## src/sv/gsls_pkg.sv

```systemverilog
// shared types, constants and arithmetic helpers of the gauss-seidel solver
package gsls_pkg;

   localparam int MAX_EQUATIONS = 16;
   localparam int FRACTION_BITS = 16;
   localparam int ROW_WORDS     = MAX_EQUATIONS + 1;
   localparam int STORE_DEPTH   = MAX_EQUATIONS * ROW_WORDS;
   localparam int ADDR_W        = $clog2(STORE_DEPTH);
   localparam int IDX_W         = $clog2(MAX_EQUATIONS);
   localparam int CNT_W         = $clog2(ROW_WORDS + 1);
   localparam int ACC_W         = 64;
   localparam int DIV_STEPS     = ACC_W;
   localparam int STEP_W        = $clog2(DIV_STEPS);

   // register indexes of the csr port
   localparam logic [1:0] REG_PLATE_SIZE = 2'd0;
   localparam logic [1:0] REG_TOLERANCE  = 2'd1;
   localparam logic [1:0] REG_MAX_SWEEPS = 2'd2;

   typedef struct packed {
      logic signed [31:0] coefficient;
      logic               last_element;
   } req_payload_type;

   typedef struct packed {
      logic signed [31:0] solution;
      logic [IDX_W-1:0]   equation_index;
      logic               converged;
      logic               last_result;
   } rsp_payload_type;

   typedef enum logic [4:0] {
      S_LOAD,
      S_SW_RD_II,
      S_SW_RD_KI,
      S_SW_CMP,
      S_SX_RD_I,
      S_SX_RD_K,
      S_SX_WR_I,
      S_SX_WR_K,
      S_INIT,
      S_RD_B,
      S_B,
      S_RD_A,
      S_MUL,
      S_ACC,
      S_DIV_GO,
      S_DIV_WAIT,
      S_CHECK,
      S_OUT
   } state_type;

   // equation count from plate size, clamped to the supported sizes
   function automatic logic [CNT_W-1:0] eq_count(logic [2:0] plate);
      logic [CNT_W-1:0] n;
      case (plate)
         3'd0, 3'd1, 3'd2: n = CNT_W'(1);
         3'd3:             n = CNT_W'(4);
         3'd4:             n = CNT_W'(9);
         default:          n = CNT_W'(16);
      endcase
      return n;
   endfunction

   // word address of row/column in a store of rows w words long
   function automatic logic [ADDR_W-1:0] store_addr(logic [CNT_W-1:0] row,
                                                    logic [CNT_W-1:0] col,
                                                    logic [CNT_W-1:0] w);
      logic [2*CNT_W-1:0] p;
      p = {{CNT_W{1'b0}}, row} * {{CNT_W{1'b0}}, w} + {{CNT_W{1'b0}}, col};
      return p[ADDR_W-1:0];
   endfunction

   // magnitude of a 32-bit signed word
   function automatic logic [32:0] mag32(logic signed [31:0] v);
      logic signed [32:0] e;
      e = {v[31], v};
      return (e < 0) ? 33'(-e) : 33'(e);
   endfunction

   // saturating 64-bit subtraction
   function automatic logic signed [ACC_W-1:0] sub_sat(logic signed [ACC_W-1:0] a,
                                                      logic signed [ACC_W-1:0] b);
      logic signed [ACC_W:0] d;
      d = {a[ACC_W-1], a} - {b[ACC_W-1], b};
      if (d[ACC_W] != d[ACC_W-1]) begin
         return d[ACC_W] ? {1'b1, {(ACC_W-1){1'b0}}} : {1'b0, {(ACC_W-1){1'b1}}};
      end
      return d[ACC_W-1:0];
   endfunction

endpackage

```

## src/sv/gsls_div.sv

```systemverilog
// bit-serial signed divider, 64-bit dividend by 32-bit divisor, saturated 32-bit quotient
module gsls_div (
   input  logic                              clock,
   input  logic                              reset,
   input  logic                              start,
   input  logic signed [gsls_pkg::ACC_W-1:0] dividend,
   input  logic signed [31:0]                divisor,
   output logic                              done,
   output logic signed [31:0]                quotient
);
   import gsls_pkg::*;

   logic              busy_ff, busy_in;
   logic              done_ff, done_in;
   logic [STEP_W-1:0] cnt_ff, cnt_in;
   logic [ACC_W-1:0]  num_ff, num_in;
   logic [32:0]       rem_ff, rem_in;
   logic [31:0]       den_ff, den_in;
   logic              neg_ff, neg_in;
   logic              zero_ff, zero_in;
   logic              acc_pos_ff, acc_pos_in;
   logic              acc_neg_ff, acc_neg_in;
   logic [32:0]       shifted;
   logic              fits;

   // one quotient bit per cycle, restoring
   always_comb begin
      busy_in    = busy_ff;
      done_in    = 1'b0;
      cnt_in     = cnt_ff;
      num_in     = num_ff;
      rem_in     = rem_ff;
      den_in     = den_ff;
      neg_in     = neg_ff;
      zero_in    = zero_ff;
      acc_pos_in = acc_pos_ff;
      acc_neg_in = acc_neg_ff;
      shifted    = {rem_ff[31:0], num_ff[ACC_W-1]};
      fits       = shifted >= {1'b0, den_ff};
      if (start) begin
         busy_in    = 1'b1;
         cnt_in     = '0;
         num_in     = dividend[ACC_W-1] ? ACC_W'(-dividend) : ACC_W'(dividend);
         den_in     = divisor[31] ? 32'(-divisor) : 32'(divisor);
         rem_in     = '0;
         neg_in     = dividend[ACC_W-1] ^ divisor[31];
         zero_in    = (divisor == '0);
         acc_pos_in = !dividend[ACC_W-1] && (dividend != '0);
         acc_neg_in = dividend[ACC_W-1];
      end else if (busy_ff) begin
         rem_in = fits ? 33'(shifted - {1'b0, den_ff}) : shifted;
         num_in = {num_ff[ACC_W-2:0], fits};
         cnt_in = cnt_ff + 1'b1;
         if (cnt_ff == STEP_W'(DIV_STEPS - 1)) begin
            busy_in = 1'b0;
            done_in = 1'b1;
         end
      end
   end

   always_ff @(posedge clock) begin
      if (reset) begin
         busy_ff <= 1'b0;
         done_ff <= 1'b0;
         cnt_ff  <= '0;
      end else begin
         busy_ff <= busy_in;
         done_ff <= done_in;
         cnt_ff  <= cnt_in;
      end
      num_ff     <= num_in;
      rem_ff     <= rem_in;
      den_ff     <= den_in;
      neg_ff     <= neg_in;
      zero_ff    <= zero_in;
      acc_pos_ff <= acc_pos_in;
      acc_neg_ff <= acc_neg_in;
   end

   // sign, saturation and zero divisor handling
   always_comb begin
      if (zero_ff) begin
         if (acc_pos_ff)      quotient = 32'sh7fffffff;
         else if (acc_neg_ff) quotient = 32'sh80000000;
         else                 quotient = '0;
      end else if (neg_ff) begin
         if ((|num_ff[ACC_W-1:32]) || (num_ff[31] && (|num_ff[30:0])))
            quotient = 32'sh80000000;
         else
            quotient = 32'(-num_ff[31:0]);
      end else begin
         if (|num_ff[ACC_W-1:31]) quotient = 32'sh7fffffff;
         else                     quotient = num_ff[31:0];
      end
   end

   assign done = done_ff;

endmodule

```

## config.mk

```make
export PLATFORM = sky130hd
export DESIGN_NAME = gsls_div
export DESIGN_NICKNAME = d
export VERILOG_FILES = /design/src/sv/gsls_pkg.sv /design/src/sv/gsls_div.sv
export SDC_FILE = /design/constraint.sdc
export NUM_CORES = 1
export LEC_CHECK = 0
export BUFFER_PORTS_ARGS = -buffer_cell sky130_fd_sc_hd__clkbuf_2
export CAP_MARGIN = 40
export CORE_ASPECT_RATIO = 0.5
export CORE_MARGIN = 2
export CORE_UTILIZATION = 30
export DETAILED_ROUTE_END_ITERATION = 12
export PLACE_DENSITY = 0.44
export REMOVE_ABC_BUFFERS = 1
export SKIP_CTS_REPAIR_TIMING = 1
export SYNTH_ARGS = -nofsm -noshare
export SYNTH_HDL_FRONTEND = slang
export SYNTH_SLANG_ARGS = --single-unit
```

## constraint.sdc

```tcl
create_clock -name clock -period 5.3 [get_ports clock]
set_input_delay 0.53 -clock clock [delete_from_list [all_inputs] [get_ports clock]]
set_output_delay 0.53 -clock clock [all_outputs]
set_load 0.02 [all_outputs]
```

==> impl_metrics.json <==
{
  "status": "complete, no violations",
  "root_buffer": "clkbuf_16",
  "yosys_most_used_dff": "edfxtp_1",
  "boundaryPins": 132,
  "clkLatencyLatePin_ps": 440,
  "power.density_nw_per_um2": 286,
  "synth_area_um2": 10500,
  "totalPowerFinal_uw": 3470,
  "period_share_pct": 84.9,
  "fin_skew_ps": 10.7,
  "max_freq_mhz": 222,
  "cp_data_arrival_time_ps": 3970,
  "synth-xor-area-share_pct": 9.87,
  "tightest_slew_ps": 852,
  "fin_ws_ps": 798,
  "worst-setup-path-type": "reg -> out",
  "diodes": 0,
  "cellLeakagePower_uw": 0.00465,
  "synth_top_family_by_area": "compound AO/OA/AOI/OAI gates",
  "synthSimpleGateAreaFrac_pct": 21.5,
  "initial_core_util_pct": 30.4,
  "synth-compound-area-share_pct": 22.8,
  "numCtsBuffers": 17,
  "synthCells": 1244,
  "detailroute.via_count": 9408,
  "grt_overflow": 0,
  "clockBufferDepth": 2,
  "portBuffers": 131,
  "avgSynthCellArea_um2": 8.42,
  "hp-class": "in -> reg",
  "synth_edf_count": 100,
  "yosys-top-cells-area": "edfxtp_1, dfxtp_1, a21oi_1",
  "synth-seq-area-share_pct": 36.3,
  "required_ps": 4770,
  "drtPass1Iterations": 5,
  "coreArea_um2": 34400,
  "finalSetupViolations": 0,
  "grtUsageTotal_pct": 16.7,
  "synthMuxAreaShare_pct": 0.394,
  "ir_worst_vdd_mv": 0.204,
  "yosysTopAreaCellShare_pct": 28.7,
  "met1_usage_pct": 21.7,
  "die_x_um": 268,
  "worstPathMaxFanout": 18,
  "cp-end-kind": "primary output",
  "die_h_um": 136,
  "post-dp-hpwl_mm": 22.3,
  "synth.distinct_cells": 80,
  "drive_above_1_share_pct": 15.9,
  "grt_pass1_wl_mm": 48.6,
  "cts_sinks": 140,
  "tritoncts": "done",
  "final_hold_viol_count": 0,
  "wire_per_inst_um": 16.3,
  "rows": 48,
  "clk_pin_slew_ps": 60,
  "gp_congestion": 0.820,
  "synth_warnings": 0,
  "fin_tns_setup_ps": 0,
  "dpl_worst_slack_ps": 1340,
  "hold_depth": 2,
  "grt_use_met3_pct": 2.79,
  "finalMaxSlewViolations": 0,
  "grt_antenna_before_repair": 0,
  "synth.most_common_cell": "nor2_1",
  "synth-seq-cells": 140,
  "yosys.area_share.adder_pct": 4.49,
  "slew_headroom_pct": 43.2,
  "htreeDepth": 4,
  "initialDrtViolationCount": 567,
  "yosysTopAreaCell": "edfxtp_1",
  "area_growth_pct": 15.8,
  "reg2reg_depth": 11,
  "rsz0062_at_grt": "no",
  "async_reset_ff_share_pct": 0,
  "dieArea_um2": 36500,
  "ys_top_cells_by_count": "nor2_1, a21oi_1, nand2_1, edfxtp_1, xor2_1",
  "grt_pass1_vias": 9305,
  "timing.final.crit_period_ps": 4500,
  "use_met2_pct": 28.4,
  "grt_max_degree": 88,
  "routed_wl_mm": 29.9,
  "grt.busiest_layer": "met2",
  "drtAntennaViolNets": 0,
  "start_kind": "register",
  "viasPerCell": 5.14,
  "final_nets": 1479,
  "cap_violations": 0,
  "drc": 0
}
==> area by class of cell <==
class	count	area [um^2]
Clock buffer	21	493
Tap cell	475	594
Multi-Input combinational cell	987	6190
Timing Repair Buffer	145	774
Sequential cell	140	3800
Clock inverter	11	77.6
Fill cell	3600	22300
Inverter	52	195
==> state kept, by name, indices dropped and copies added (netlist names) <==
name        cells
neg_ff          1
rem_ff         32
busy_ff         1
num_ff         64
acc_pos_ff      1
den_ff         32
cnt_ff          6
zero_ff         1
done            1
acc_neg_ff      1
==> path summary, 6_finish.rpt <==
| check | slack (ps) | end | from |
|---|---|---|---|
| hold / removal | 250 | busy_ff | reset |
| setup reg to reg | 1890 | rem_ff[26] | den_ff[26] |
| hold reg to reg | 490 | rem_ff[31] | rem_ff[31] |
| setup / recovery | 800 | quotient[23] | num_ff[21] |
==> metrics by stage <==
step	cells	util [%]	hold WS [ps]	area, um^2
finish	1831	35.3	251	12100
global route	1831	35.3	252	12100
CTS	1831	35.3	228	12100
detailed placement	1799	33.6	470	11600
global placement	1797	33.5	471	11500
floorplan	1179	-	445	10200
==> power by group <==
| part | leakage, uW | switching (uW) | internal, uW | total (uW) |
|---|---|---|---|---|
| sequential | 0.00131 | 87.6 | 1310 | 1400 |
| combinational | 0.00305 | 558 | 345 | 903 |
| clock | 0.000285 | 502 | 669 | 1170 |
==> layer usage <==
metal,vias to the layer above,share of wire [%]
li1,4772,-
met1,4488,48
met2,117,48
met3,31,2.6
met4,0,1.6
met5,-,0
==> placed cells by master, fill, tap and decap left out, drive strengths merged, types with 11 or more instances in the layout <==
master,count
or4,15
nor3,28
nor4,23
a311oi,25
a21oi,137
a21o,18
nand2,127
o31ai,26
nor2,152
clkbuf,151
buf,15
edfxtp,100
o41ai,15
o21ai,64
or2,12
nand3,22
inv,55
nand2b,11
a31oi,20
xor2,65
nand4,15
xnor2,53
a211oi,20
or3,15
dfxtp,40
ha,36
==> critical path: stages, from the launching register on <==
cell and delay, ps:
edfxtp_1 460, or4_1 620, nor4_1 390, nand4_1 240
a21oi_2 330, nand2_1 360, buf_8 280, o21ai_0 170
nor2_1 60, a211oi_1 360, clkbuf_2 240
==> kinds of logic after synthesis <==
logic type | after synthesis
AO/OA/AOI/OAI | 370
AND/OR/NAND/NOR | 458
buffers and inverters | 117
flip-flops | 140
multiplexers | 4
adder cells (fa/ha/maj) | 37
XOR/XNOR | 118
Power figures use the tool's default switching activity.
